===== config.mk =====
export PLATFORM = sky130hd
export DESIGN_NAME = base64_decoder
export DESIGN_NICKNAME = d
export VERILOG_FILES = /design/src/rtl/core/b64d_pkg.sv /design/src/rtl/core/b64d_front.sv /design/src/rtl/core/b64d_queue.sv /design/src/rtl/core/b64d_back.sv /design/src/rtl/core/base64_decoder.sv
export SDC_FILE = /design/constraint.sdc
export NUM_CORES = 1
export LEC_CHECK = 0
export CORE_ASPECT_RATIO = 0.8
export CORE_MARGIN = 8
export CORE_UTILIZATION = 57
export DETAILED_ROUTE_END_ITERATION = 10
export DONT_BUFFER_PORTS = 1
export HOLD_SLACK_MARGIN = 0.03
export PLACE_DENSITY = 0.74
export SYNTH_ARGS = -nofsm -noshare
export SYNTH_HDL_FRONTEND = slang
export SYNTH_HIERARCHICAL = 1
export SYNTH_SLANG_ARGS = --single-unit

===== constraint.sdc =====
create_clock -name clk -period 7.7 [get_ports clk]
set_input_delay 0.77 -clock clk [delete_from_list [all_inputs] [get_ports clk]]
set_output_delay 0.77 -clock clk [all_outputs]
set_load 0.03 [all_outputs]

===== src/rtl/core/b64d_pkg.sv =====
// shared types and constants of the base64 decoder
`default_nettype none

package b64d_pkg;

  // default number of entries in the command queue between front and back
  localparam int unsigned DEF_QUEUE_DEPTH = 4;

  // one command: the results caused by one accepted character
  typedef struct packed {
    logic [7:0] b0;        // first result byte
    logic [7:0] b1;        // second result byte
    logic [7:0] b2;        // third result byte
    logic [1:0] last_idx;  // index of the final result, 0..2
    logic       has_byte;  // 0 for a bare end-of-string marker
    logic       ends;      // final result closes the string
  } cmd_t;

endpackage

`default_nettype wire


===== src/rtl/core/b64d_front.sv =====
// front part: character transfer, alphabet mapping, group assembly and command build
`default_nettype none

module b64d_front import b64d_pkg::*; (
  input  wire logic       clk,
  input  wire logic       rst_n,
  input  wire logic       push,
  input  wire logic [7:0] in_char,
  input  wire logic       in_last_char,
  input  wire logic       q_full,
  output cmd_t            cmd,
  output logic            cmd_push
);

  logic [5:0] store_r [3];
  logic [1:0] fill_r, fill_nxt;
  logic       halted_r, halted_nxt;
  logic       accept;
  logic       bad;
  logic [5:0] v;
  logic [5:0] e0, e1, e2;
  logic       st_we;
  logic       flush;
  logic [1:0] f;
  logic [1:0] k;

  // map one character of the standard alphabet to its sextet
  always_comb begin
    logic [7:0] d;
    d   = 8'h00;
    bad = 1'b0;
    if (in_char inside {[8'h41:8'h5A]}) begin
      d = in_char - 8'h41;
    end else if (in_char inside {[8'h61:8'h7A]}) begin
      d = in_char - 8'h61 + 8'd26;
    end else if (in_char inside {[8'h30:8'h39]}) begin
      d = in_char - 8'h30 + 8'd52;
    end else if (in_char == 8'h2B) begin
      d = 8'd62;
    end else if (in_char == 8'h2F) begin
      d = 8'd63;
    end else begin
      bad = 1'b1;
    end
    v = d[5:0];
  end

  assign accept = push && !q_full;

  // group as it stands with the new sextet in its slot
  assign e0 = (fill_r == 2'd0) ? v : store_r[0];
  assign e1 = (fill_r == 2'd1) ? v : store_r[1];
  assign e2 = (fill_r == 2'd2) ? v : store_r[2];

  // command build and state update
  always_comb begin
    cmd          = '0;
    cmd.b0       = {e0, e1[5:4]};
    cmd.b1       = {e1[3:0], e2[5:2]};
    cmd.b2       = {e2[1:0], v};
    cmd.has_byte = 1'b1;
    fill_nxt     = fill_r;
    halted_nxt   = halted_r;
    st_we        = 1'b0;
    flush        = 1'b0;
    f            = fill_r;
    k            = 2'd0;
    if (accept) begin
      if (!halted_r) begin
        if (bad) begin
          halted_nxt = 1'b1;
          flush      = 1'b1;
        end else if (fill_r == 2'd3) begin
          k        = 2'd3;
          f        = 2'd0;
          fill_nxt = 2'd0;
        end else begin
          st_we    = 1'b1;
          f        = fill_r + 2'd1;
          fill_nxt = f;
        end
        if (in_last_char || flush) begin
          if (f >= 2'd2) begin
            k = f - 2'd1;
          end
          fill_nxt = 2'd0;
        end
      end
      if (in_last_char) begin
        if (k == 2'd0) begin
          k            = 2'd1;
          cmd.has_byte = 1'b0;
          cmd.b0       = 8'h00;
        end
        cmd.ends   = 1'b1;
        fill_nxt   = 2'd0;
        halted_nxt = 1'b0;
      end
    end
    cmd.last_idx = k - 2'd1;
  end

  assign cmd_push = (k != 2'd0);

  // control state
  always_ff @(posedge clk) begin
    if (!rst_n) begin
      fill_r   <= 2'd0;
      halted_r <= 1'b0;
    end else begin
      fill_r   <= fill_nxt;
      halted_r <= halted_nxt;
    end
  end

  // sextet store, written in the slot of the group in progress
  always_ff @(posedge clk) begin
    if (st_we) begin
      store_r[fill_r] <= v;
    end
  end

endmodule

`default_nettype wire


===== src/rtl/core/b64d_queue.sv =====
// short command queue between front and back
`default_nettype none

module b64d_queue import b64d_pkg::*; #(
  parameter int unsigned DEPTH = DEF_QUEUE_DEPTH
) (
  input  wire logic clk,
  input  wire logic rst_n,
  input  wire logic wr_en,
  input  wire cmd_t wr_data,
  output logic      full,
  input  wire logic rd_en,
  output cmd_t      rd_data,
  output logic      nonempty
);

  localparam int unsigned PTR_W = (DEPTH > 1) ? $clog2(DEPTH) : 1;
  localparam int unsigned CNT_W = $clog2(DEPTH + 1);

  cmd_t             mem_r [DEPTH];
  logic [PTR_W-1:0] wr_ptr_r, wr_ptr_nxt;
  logic [PTR_W-1:0] rd_ptr_r, rd_ptr_nxt;
  logic [CNT_W-1:0] cnt_r, cnt_nxt;
  logic             do_wr, do_rd;

  assign full     = (cnt_r == CNT_W'(DEPTH));
  assign nonempty = (cnt_r != '0);
  assign do_wr    = wr_en && !full;
  assign do_rd    = rd_en && nonempty;
  assign rd_data  = mem_r[rd_ptr_r];

  // pointer and fill count update
  always_comb begin
    wr_ptr_nxt = wr_ptr_r;
    rd_ptr_nxt = rd_ptr_r;
    cnt_nxt    = cnt_r;
    if (do_wr) begin
      wr_ptr_nxt = (wr_ptr_r == PTR_W'(DEPTH - 1)) ? '0 : wr_ptr_r + PTR_W'(1);
    end
    if (do_rd) begin
      rd_ptr_nxt = (rd_ptr_r == PTR_W'(DEPTH - 1)) ? '0 : rd_ptr_r + PTR_W'(1);
    end
    if (do_wr && !do_rd) begin
      cnt_nxt = cnt_r + CNT_W'(1);
    end else if (do_rd && !do_wr) begin
      cnt_nxt = cnt_r - CNT_W'(1);
    end
  end

  always_ff @(posedge clk) begin
    if (!rst_n) begin
      wr_ptr_r <= '0;
      rd_ptr_r <= '0;
      cnt_r    <= '0;
    end else begin
      wr_ptr_r <= wr_ptr_nxt;
      rd_ptr_r <= rd_ptr_nxt;
      cnt_r    <= cnt_nxt;
    end
  end

  // entry storage
  always_ff @(posedge clk) begin
    if (do_wr) begin
      mem_r[wr_ptr_r] <= wr_data;
    end
  end

endmodule

`default_nettype wire


===== src/rtl/core/b64d_back.sv =====
// back part: expands each command into one result transfer per cycle while pop is high
`default_nettype none

module b64d_back import b64d_pkg::*; (
  input  wire logic       clk,
  input  wire logic       rst_n,
  input  wire cmd_t       q_data,
  input  wire logic       q_nonempty,
  output logic            q_rd,
  input  wire logic       pop,
  output logic            empty,
  output logic [7:0]      out_byte,
  output logic            out_byte_valid,
  output logic            out_run_last,
  output logic            out_stream_end
);

  cmd_t       cmd_r, cmd_nxt;
  logic       vld_r, vld_nxt;
  logic [1:0] idx_r, idx_nxt;
  logic       run_last;
  logic       done;

  assign empty    = !vld_r;
  assign run_last = (idx_r == cmd_r.last_idx);
  assign done     = vld_r && pop && run_last;
  assign q_rd     = q_nonempty && (!vld_r || done);

  // result fields from the command in hand
  always_comb begin
    case (idx_r)
      2'd0:    out_byte = cmd_r.b0;
      2'd1:    out_byte = cmd_r.b1;
      default: out_byte = cmd_r.b2;
    endcase
  end

  assign out_byte_valid = cmd_r.has_byte;
  assign out_run_last   = run_last;
  assign out_stream_end = run_last && cmd_r.ends;

  // load the next command or step through the current one
  always_comb begin
    cmd_nxt = cmd_r;
    vld_nxt = vld_r;
    idx_nxt = idx_r;
    if (q_rd) begin
      cmd_nxt = q_data;
      vld_nxt = 1'b1;
      idx_nxt = 2'd0;
    end else if (done) begin
      vld_nxt = 1'b0;
    end else if (vld_r && pop) begin
      idx_nxt = idx_r + 2'd1;
    end
  end

  always_ff @(posedge clk) begin
    if (!rst_n) begin
      vld_r <= 1'b0;
      idx_r <= 2'd0;
    end else begin
      vld_r <= vld_nxt;
      idx_r <= idx_nxt;
    end
  end

  always_ff @(posedge clk) begin
    cmd_r <= cmd_nxt;
  end

`ifndef SYNTH
  // result index never runs past the end of its command
  a_idx_in_range: assert property (@(posedge clk) disable iff (!rst_n)
    vld_r |-> (idx_r <= cmd_r.last_idx))
    else $error("result index past end of command");

  // a transfer that is not the final one keeps the command and advances
  a_step: assert property (@(posedge clk) disable iff (!rst_n)
    (vld_r && pop && !run_last) |=> (vld_r && (idx_r == $past(idx_r) + 2'd1)))
    else $error("command lost or index not advanced");

  // a bare marker is always a single result
  a_marker_single: assert property (@(posedge clk) disable iff (!rst_n)
    (vld_r && !cmd_r.has_byte) |-> (cmd_r.last_idx == 2'd0 && cmd_r.ends))
    else $error("bare marker with more than one result");
`endif

endmodule

`default_nettype wire


===== src/rtl/core/base64_decoder.sv =====
// Streaming base64 decoder, one character per transfer, with a queue interface on both sides.
// The block takes one character per cycle while full is low; a command for each character
// that causes results enters a queue of QUEUE_DEPTH entries and the back part delivers
// results at one per cycle while pop is high, so a character finishing a group delivers its
// three bytes one after another. The input side, one character per cycle, sets the sustained
// rate: a string never causes more results than it has characters, so full rises only when
// the queue fills behind a stalled consumer. A command passes through the queue and is
// registered in the back part before its first result shows. A string ends with its last
// character: the final result carries stream_end, and a bare marker (byte_valid low) stands
// in when there is no byte to deliver.
`default_nettype none

module base64_decoder import b64d_pkg::*; #(
  parameter int unsigned QUEUE_DEPTH = DEF_QUEUE_DEPTH
) (
  input  wire logic       clk,
  input  wire logic       rst_n,
  input  wire logic       push,
  output logic            full,
  input  wire logic [7:0] in_char,
  input  wire logic       in_last_char,
  output logic            empty,
  input  wire logic       pop,
  output logic [7:0]      out_byte,
  output logic            out_byte_valid,
  output logic            out_run_last,
  output logic            out_stream_end
);

  cmd_t f_cmd;
  logic f_push;
  logic q_full;
  cmd_t q_data;
  logic q_nonempty;
  logic q_rd;

  assign full = q_full;

  // character transfer and classification
  b64d_front u_front (
    .clk          (clk),
    .rst_n        (rst_n),
    .push         (push),
    .in_char      (in_char),
    .in_last_char (in_last_char),
    .q_full       (q_full),
    .cmd          (f_cmd),
    .cmd_push     (f_push)
  );

  // decoupling queue
  b64d_queue #(
    .DEPTH (QUEUE_DEPTH)
  ) u_queue (
    .clk      (clk),
    .rst_n    (rst_n),
    .wr_en    (f_push),
    .wr_data  (f_cmd),
    .full     (q_full),
    .rd_en    (q_rd),
    .rd_data  (q_data),
    .nonempty (q_nonempty)
  );

  // result delivery
  b64d_back u_back (
    .clk            (clk),
    .rst_n          (rst_n),
    .q_data         (q_data),
    .q_nonempty     (q_nonempty),
    .q_rd           (q_rd),
    .pop            (pop),
    .empty          (empty),
    .out_byte       (out_byte),
    .out_byte_valid (out_byte_valid),
    .out_run_last   (out_run_last),
    .out_stream_end (out_stream_end)
  );

endmodule

`default_nettype wire


==> results of run 1 <==
synth_stat cells, drive strengths merged, types with 4 or more instances:
cell / number / share of area
a211oi: 7 / 0.0076
a21oi: 13 / 0.0085
a22oi: 10 / 0.0099
a31oi: 7 / 0.0077
and2: 13 / 0.011
buf: 12 / 0.015
clkbuf: 5 / 0.0025
dfxtp: 15 / 0.039
edfxtp: 158 / 0.62
ha: 22 / 0.036
inv: 29 / 0.014
mux2: 7 / 0.011
mux2i: 6 / 0.0079
mux4: 28 / 0.087
nand2: 38 / 0.020
nand3: 8 / 0.0059
nor2: 19 / 0.0094
nor2b: 6 / 0.0049
nor3: 6 / 0.0053
nor3b: 4 / 0.0046
o2111ai: 4 / 0.0046
o21a: 4 / 0.0039
o21ai: 12 / 0.0079
xnor2: 4 / 0.0046
layout make-up:
type	instances	area (um^2)
flip-flops and latches	173	5050
multi-input cells	258	2330
clock buffers	18	429
inverters	29	109
clock inverters	12	146
well taps	175	219
fillers	883	4640
repair buffers	6	45.0
stage by stage:
stage	worst slack, ps	total power, mW	hold slack (ps)	utilization	instances
floorplan	3170	1.69	468	-	477
detailed placement	2680	1.80	507	0.598	641
finish	3090	2.61	451	0.642	671
global route	2800	2.72	428	0.642	671
CTS	3120	2.63	431	0.642	671
global placement	2870	1.79	489	0.598	641
report_power, final:
group | internal [mW] | switching (mW)
registers | 1.22 | 0.0775
clock network | 0.504 | 0.326
logic | 0.159 | 0.319
total | 1.88 | 0.723
registers in the layout (all words and copies together) (netlist names), named ones only:
register               count
u_queue/mem_r            112
u_back/cmd_r              27
u_front/store_r           18
u_queue/cnt_r              3
u_back/idx_r               2
u_front/fill_r             2
u_queue/rd_ptr_r           2
u_queue/wr_ptr_r           2
u_back/out_byte_valid      1
u_back/vld_r               1
u_front/halted_r           1
routing by layer:
layer	track usage	vias up	share of wire
met4	0.0552	0	0.010
met5	0	-	0
met1	0.215	2038	0.45
li1	-	1879	-
met2	0.259	131	0.47
met3	0.0522	12	0.067
worst max-delay path, stage by stage:
cell and delay [ps]:
inv_1 130, ha_1 310, nand2_1 80, or4_4 430, a211o_4 440, nand3_2 190, mux2i_1 200, o311ai_0 310
ha_1 310, inv_1 40, nor2b_1 410, ha_1 270, inv_1 60, fa_1 370, xor2_1 170, or3_1 300
a21boi_0 150
how the worst min path moves through the flow:
stage                                    from                  end  slack [ps]
after floorplan           u_queue/wr_ptr_r[1]  u_queue/wr_ptr_r[1]         470
after global placement    u_queue/wr_ptr_r[1]  u_queue/wr_ptr_r[1]         490
after detailed placement  u_queue/wr_ptr_r[1]  u_queue/wr_ptr_r[1]         510
after CTS                                 pop         u_back/vld_r         430
after global routing                      pop         u_back/vld_r         430
final                                     pop         u_back/vld_r         450
logic make-up (layout without fill, tap and decap cells):
| logic type | after synthesis | count (layout) | synth area share |
|---|---|---|---|
| buf+inv | 46 | 65 | 0.0316 |
| flops | 173 | 173 | 0.663 |
| simple gates | 108 | 108 | 0.0746 |
| xor+xnor | 7 | 7 | 0.00805 |
| mux | 41 | 41 | 0.106 |
| compound gates | 79 | 79 | 0.0789 |
| fa+ha+maj | 23 | 23 | 0.0388 |
==> flow_summary.ini, run 1 <==
[placed_design]
gp_congestion = 0.872
placed_cell_area_um2 = 7750
hpwl_um = 9360
io_buffers = 0

[sta]
tightestPinTransition_ps = 958
finalSetupTns_ps = 0
min_period_ps = 4610
finalCritPeriodShare = 0.599
max_slew_margin = 0.361
grt_setup_unrepaired = no
setup_viol = 0
fmax_mhz = 217
skew_ps = 7.51
slew_viol_final = 0
finalHoldViolations = 0

[floorplan]
dieHeight_um = 119
coreArea_um2 = 13000
ios = 26
dieArea_um2 = 17300
num_rows = 37
die_w_um = 145
start_util = 0.587

[route]
dr.first_iter.drc_count = 377
avgRoutedWirePerCell_um = 20.8
via_per_inst = 6.05
wirelength_um = 14000
drt-pass1-iter-count = 4
postRouteAntennaNets = 0
drcViolationCount = 0
vias = 4060

[layout]
antenna_cells = 0
design_area_um2 = 8330
final_cell_mix = edfxtp_1, nand2_1, inv_1, ha_1, mux4_2
fin_nets = 521
layout-drive-gt1-share = 0.155
final_common_cell = edfxtp_1
area_growth_pct = 9.37

[critical_path]
cp.arrival_ps = 4960
required_ps = 8040
rr_worst_depth = 14
worstReg2RegEnd = u_queue/cnt_r[2]
worstSetupStartpointType = input port
r2r_slack_ps = 3950
worstSetupEndpointType = flop
critical_path.startpoint = in_char[2]
worstSetupEndpoint = u_queue/cnt_r[2]
reg2reg_from = u_queue/cnt_r[0]
cp_max_fo = 14
path_class = input port to flop

[logic_synthesis]
ys_seq_area_frac = 0.663
synth_nets = 513
synth_area_per_cell_um2 = 16.0
yosys_register_bits = 173
synthesis.area_um2 = 7610
ys_types = 66
async_flop_share = 0
synthCells = 477
yosysWarnings = 6
ys.flop_type = edfxtp_1
synth_edf_count = 158

[grt]
grt_first_pass_wirelength_um = 21800
grt_max_degree = 30
grt_pass1_vias = 3918
antenna_found_initial = 0
grt_usage = 0.165
gr-total-overflow = 0

[clock_network]
tritoncts = built
ctsHoldBuffers = 0
post_cts_buffers = 0
clkSlewWorstSetupHoldPaths_ps = 60
clk_path_buf_depth = 2
clkSinkCount = 173
clk_latency_ps = 420
cts_inserted_buffers = 17
ctsResizeCount = 0
htree_levels = 4
cts-root-buf = clkbuf_16

[hold_path]
worstHoldPathCells = 1
hold_path.class = input port to flop

[flow_run]
max_cap_violations = 0

[power_and_ir_drop]
power_density_nw_per_um2 = 313
ir_drop_v = 0.000186
p_leak_nw = 2.87

[status]
status = completed
Power figures use the tool's default switching activity.
==> inputs of run 2 (changes only) <==
- ABC_AREA: default -> 1
- PLACE_DENSITY: 0.74 -> 0.77
- clock period: 7.7 -> 3.8 ns (I/O delays scaled with it)
==> run 2 against run 1 <==
  * Sequential power increased by 100%
  * Largest cell class unchanged
  * Register-to-register slack lost 3400 ps
  * Clock power rose by 100%
  * Die area increased by 1.3%
  * Combinational power grew to 3.4 times the previous value
  * Via count rose by 24%
==> flow_summary.ini, run 2 <==
[layout]
area_growth_pct = 9.57
largest_reg_flops = 112
largest_registers = u_queue/mem_r (112), u_back/cmd_r (27), u_front/store_r (18)
regMostFlops = u_queue/mem_r
final_common_cell = edfxtp_1
final_cells = 886
ff_latch_area_um2 = 5040
final_cell_mix = edfxtp_1, nand2_1, nor2_1, inv_1, o21ai_0
fin_nets = 729
antenna_cells = 0
n_fill_cell = 969
layout-drive-gt1-share = 0.120
multi_input_area_um2 = 2310

[placed_design]
place_inst = 854
gp_congestion = 0.824
hpwl_um = 9970
io_buffers = 0
dpl_worst_slack_ps = 240

[grt]
grt_usage = 0.181
grt_max_degree = 58
gr-total-overflow = 0
antenna_found_initial = 0
grt_first_pass_wirelength_um = 24900
grt_pass1_vias = 4886

[logic_synthesis]
synth_area_per_cell_um2 = 11.2
synth_nets = 724
synthesis.area_um2 = 7720
yosysWarnings = 6
async_flop_share = 0
yosys_register_bits = 173
ys.flop_type = edfxtp_1
ys_types = 38
synth.most_common_cell = edfxtp_1
ys_top_cells_by_count = edfxtp_1, nand2_1, nor2_1
synthTopCellsByArea = edfxtp_1, nand2_1, nor2_1, dfxtp_1, ha_1
synthCells = 688
yosysTopAreaCell = edfxtp_1
synth_edf_count = 158
ys_seq_area_frac = 0.653
yosysTopAreaCellShare = 0.614

[route]
via_per_inst = 5.66
dr.first_iter.drc_count = 446
postRouteAntennaNets = 0
drt-pass1-iter-count = 6
drcViolationCount = 0
vias = 5016
avgRoutedWirePerCell_um = 17.7
wirelength_um = 15600

[clock_network]
clk_path_buf_depth = 2
post_cts_buffers = 0
htree_levels = 4
cts_inserted_buffers = 17
ctsHoldBuffers = 0
clkSlewWorstSetupHoldPaths_ps = 60
clkSinkCount = 173
tritoncts = built
cts-root-buf = clkbuf_16
clk_latency_ps = 420
ctsResizeCount = 0

[status]
status = completed

[sta]
finalHoldViolations = 0
tightestPinTransition_ps = 942
fin_ws_ps = 501
max_slew_margin = 0.371
fmax_mhz = 303
grt_setup_unrepaired = no
slew_viol_final = 0
finalCritPeriodShare = 0.868
skew_ps = 7.66
min_period_ps = 3300
setup_viol = 0

[power_and_ir_drop]
p_leak_nw = 3.24
power_density_nw_per_um2 = 701
ir_drop_v = 0.000471

[floorplan]
dieArea_um2 = 17600
coreArea_um2 = 13400
num_rows = 38
die_w_um = 146
ios = 26
dieHeight_um = 120
start_util = 0.576

[critical_path]
required_ps = 4160
path_class = flop to flop
rr_worst_depth = 19
worstSetupEndpointType = flop
r2r_slack_ps = 500
cp_common_cell = inv_1
cp_max_fo = 7
crit_family = simple AND/OR/NAND/NOR gates
max_stage_delay_ps = 390
critical_path.startpoint = u_queue/cnt_r[0]
cp.depth = 19
crit_buf_inv = 6
worstReg2RegEnd = u_queue/cnt_r[2]
worstSetupStartpointType = flop
reg2reg_from = u_queue/cnt_r[0]
cp.arrival_ps = 3660
worstSetupEndpoint = u_queue/cnt_r[2]
path_cells = nor2_1 -> nand2_1 -> inv_1 -> nor2_1 -> inv_1 -> nor2_1 -> nand2_1 -> ha_1 -> inv_1 -> nand2_1 -> inv_1 -> ha_1 -> inv_1 -> fa_1 -> inv_1 -> nand2_1 -> nand4_1 -> nand2_1 -> nor2_1
cp_slowest_cell = dfxtp_1

[hold_path]
worstHoldStart = rst_n
hold_path.class = input port to flop

[flow_run]
max_cap_violations = 0
-- run 2: cell types whose count changed after synthesis, sizes merged, moves of 6 or more --
| cell | delta |
|---|---|
| mux2i | -6 |
| a211oi | -7 |
| nor2b | -6 |
| mux2 | -7 |
| nor2 | +86 |
| o21ai | +56 |
| o22ai | +27 |
| and2 | -13 |
| nand3 | +15 |
| inv | +32 |
| nand2 | +107 |
| mux4 | -28 |
| a21oi | -6 |
-- run 2: metal layers --
| metal | wire length, um | GRT usage |
|---|---|---|
| met4 | 310 | 0.0706 |
| met3 | 1380 | 0.0515 |
| met5 | 0 | 0 |
| met1 | 6440 | 0.228 |
| met2 | 7510 | 0.295 |
-- run 2: layout make-up --
class / count / area share
Tap cell: 180 / 0.0266
Inverter: 62 / 0.0275
Sequential cell: 173 / 0.596
Multi-Input combinational cell: 430 / 0.272
Clock inverter: 14 / 0.0186
Timing Repair Buffer: 9 / 0.00798
Clock buffer: 18 / 0.0507
-- run 2: worst min path at each step --
stage / end / slack, ps / depth (start not counted)
final: u_queue/wr_ptr_r[1] / 80 / 2
after global routing: u_back/vld_r / 80 / 1
after CTS: u_queue/wr_ptr_r[1] / 70 / 2
after detailed placement: u_back/vld_r / 500 / 1
after global placement: u_queue/cnt_r[0] / 490 / 2
after floorplan: u_queue/cnt_r[0] / 480 / 2
-- run 2: kinds of logic after synthesis --
| kind of cell | synth area share |
|---|---|
| AOI/OAI and AO/OA | 0.0897 |
| buffers and inverters | 0.0496 |
| DFF | 0.653 |
| xor gates and xnor gates | 0.00567 |
| adders and majority gates | 0.0382 |
| and+or+nand+nor | 0.164 |
-- run 2: per-stage QoR --
step | area, um^2 | util | total power, mW | hold slack (ps) | setup TNS (ps)
2_1_floorplan | 7720 | - | 3.88 | 480 | -561
3_3_place_gp | 7880 | 0.587 | 4.17 | 487 | 0
3_5_place_dp | 7880 | 0.587 | 4.25 | 504 | 0
4_1_cts | 8460 | 0.631 | 5.95 | 67.2 | 0
5_1_grt | 8460 | 0.631 | 6.21 | 75.3 | 0
6_report | 8460 | 0.631 | 5.93 | 80.8 | 0
-- run 2: power breakdown --
part           switching [mW]  internal, mW
combinational            1.19         0.415
sequential              0.111          2.51
clock                   0.717         0.982
total                    2.02          3.91
==> inputs of run 3 (changes only) <==
- CELL_PAD_IN_SITES_DETAIL_PLACEMENT: default -> 0
- CELL_PAD_IN_SITES_GLOBAL_PLACEMENT: default -> 1
- CORE_UTILIZATION: 57 -> 46
==> run 3 against run 2 <==
  * Die area is 21% higher
  * Wire length shrank 2.7%
  * Count of clock-buffer cells in the layout unchanged
  * Cell count up 4.4%
  * Non-clock buffer count did not move
  * Worst setup slack better by 100 ps
  * Sequential cell count unchanged
  * Via count fell by 3.8%
  * Combinational power is essentially flat
  * Largest power group unchanged
  * Highest routed layer unchanged
==> flow_summary.ini, run 3 (same netlist as run 2, synthesis figures left out) <==
[status]
status = completed

[critical_path]
cp_common_cell = inv_1
crit_family = simple AND/OR/NAND/NOR gates
worstSetupStartpointType = flop
path_cells = nor2_1 -> nand2_1 -> inv_1 -> nor2_1 -> inv_1 -> nor2_1 -> nand2_1 -> ha_1 -> inv_1 -> nand2_1 -> inv_1 -> ha_1 -> inv_1 -> fa_1 -> inv_1 -> nand2_1 -> nand3_1 -> nand2_1 -> inv_1 -> nor2_1
worstSetupEndpointType = flop
required_ps = 4110
crit_buf_inv = 7
max_stage_delay_ps = 380
r2r_slack_ps = 600
path_class = flop to flop
cp_slowest_cell = fa_1
cp.arrival_ps = 3510
cp_max_fo = 7

[grt]
grt_first_pass_wirelength_um = 24800
grt_pass1_vias = 4746
antenna_found_initial = 0
gr-total-overflow = 0
grt_max_degree = 57
grt_usage = 0.149

[power_and_ir_drop]
power_frac_clock = 0.302
pwr-share-comb = 0.262
p_int_mw = 4.09
switching_share = 0.321
ir_drop_v = 0.000321
p_switching_mw = 1.94
power_density_nw_per_um2 = 701
p_total_mw = 6.03
p_leak_nw = 3.27
p_seq_frac = 0.436

[layout]
layout-drive-gt1-share = 0.118
largest_reg_flops = 112
final_cell_mix = edfxtp_1, nand2_1, nor2_1, inv_1, o21ai_0
fin_nets = 729
n_fill_cell = 1433
largest_registers = u_queue/mem_r (112), u_back/cmd_r (27), u_front/store_r (18)
regMostFlops = u_queue/mem_r
area_growth_pct = 11.4
design_area_um2 = 8600
final_common_cell = edfxtp_1
antenna_cells = 0

[sta]
tightestPinTransition_ps = 951
grt_setup_unrepaired = no
skew_ps = 6.80
finalHoldViolations = 0
min_period_ps = 3200
setup_viol = 0
fmax_mhz = 313
slew_viol_final = 0
max_slew_margin = 0.365
finalCritPeriodShare = 0.841
finalSetupTns_ps = 0

[floorplan]
dieArea_um2 = 21200
start_util = 0.468
coreArea_um2 = 16500
num_rows = 42
ios = 26
dieHeight_um = 132
die_w_um = 161

[clock_network]
htree_levels = 4
clkSinkCount = 173
cts-root-buf = clkbuf_16
clkSlewWorstSetupHoldPaths_ps = 60
ctsHoldBuffers = 0
ctsResizeCount = 0
clk_latency_ps = 420
cts_inserted_buffers = 17
tritoncts = built
post_cts_buffers = 0
clk_path_buf_depth = 2

[route]
avgRoutedWirePerCell_um = 16.5
vias = 4823
drt-pass1-iter-count = 4
postRouteAntennaNets = 0
wirelength_um = 15200
via_per_inst = 5.21
drcViolationCount = 0
dr.first_iter.drc_count = 415

[placed_design]
placed_cell_area_um2 = 7980
gp_congestion = 0.836
hpwl_um = 9760
io_buffers = 0

[flow_run]
max_cap_violations = 0

[hold_path]
hold_path.class = input port to flop
run 3: changes by cell type in the layout (fill, tap and decap cells not counted), sizes merged:
cell / before / now
bufinv: 2 / 5
inv: 67 / 61
clkinv: 6 / 8
run 3: cell type report:
type | instances | area [um^2] | share of cell area
multi-input combinational | 430 | 2310 | 0.268
clock buffer | 18 | 429 | 0.0499
timing repair buffer | 9 | 118 | 0.0137
tap | 220 | 275 | 0.0320
clock inverter | 13 | 198 | 0.0230
inverter | 62 | 233 | 0.0271
sequential | 173 | 5040 | 0.586
run 3: final timing paths:
kind                           end        startpoint  depth (start not counted)
setup reg to reg  u_queue/cnt_r[2]  u_queue/cnt_r[1]                         20
hold / removal    u_front/halted_r             rst_n                          2
setup / recovery  u_queue/cnt_r[2]  u_queue/cnt_r[1]                         20
hold reg to reg   u_queue/cnt_r[0]  u_queue/cnt_r[0]                          2
run 3: per-layer routing:
metal | vias up | global-route usage | share of wire
met5 | - | 0 | 0
met4 | 0 | 0.0477 | 0.011
met3 | 15 | 0.0415 | 0.063
met2 | 121 | 0.236 | 0.46
met1 | 2309 | 0.194 | 0.46
li1 | 2378 | - | -
run 3: power by group through the flow:
stage / Sequential [mW] / Clock, mW / Combinational, mW
floorplan: 2.64 / 0 / 1.24
global placement: 2.66 / 0 / 1.54
detailed placement: 2.67 / 0 / 1.58
CTS: 2.63 / 1.85 / 1.59
global route: 2.66 / 1.93 / 1.77
finish: 2.63 / 1.82 / 1.58
run 3: stage by stage:
step                setup WS, ps  cells  hold WS (ps)   util
floorplan                  -5.01    688           480      -
global placement             342    894           493  0.483
detailed placement           239    894           502  0.483
CTS                          570    925          65.1  0.521
global route                 224    925          65.9  0.521
finish                       604    925          81.6  0.521
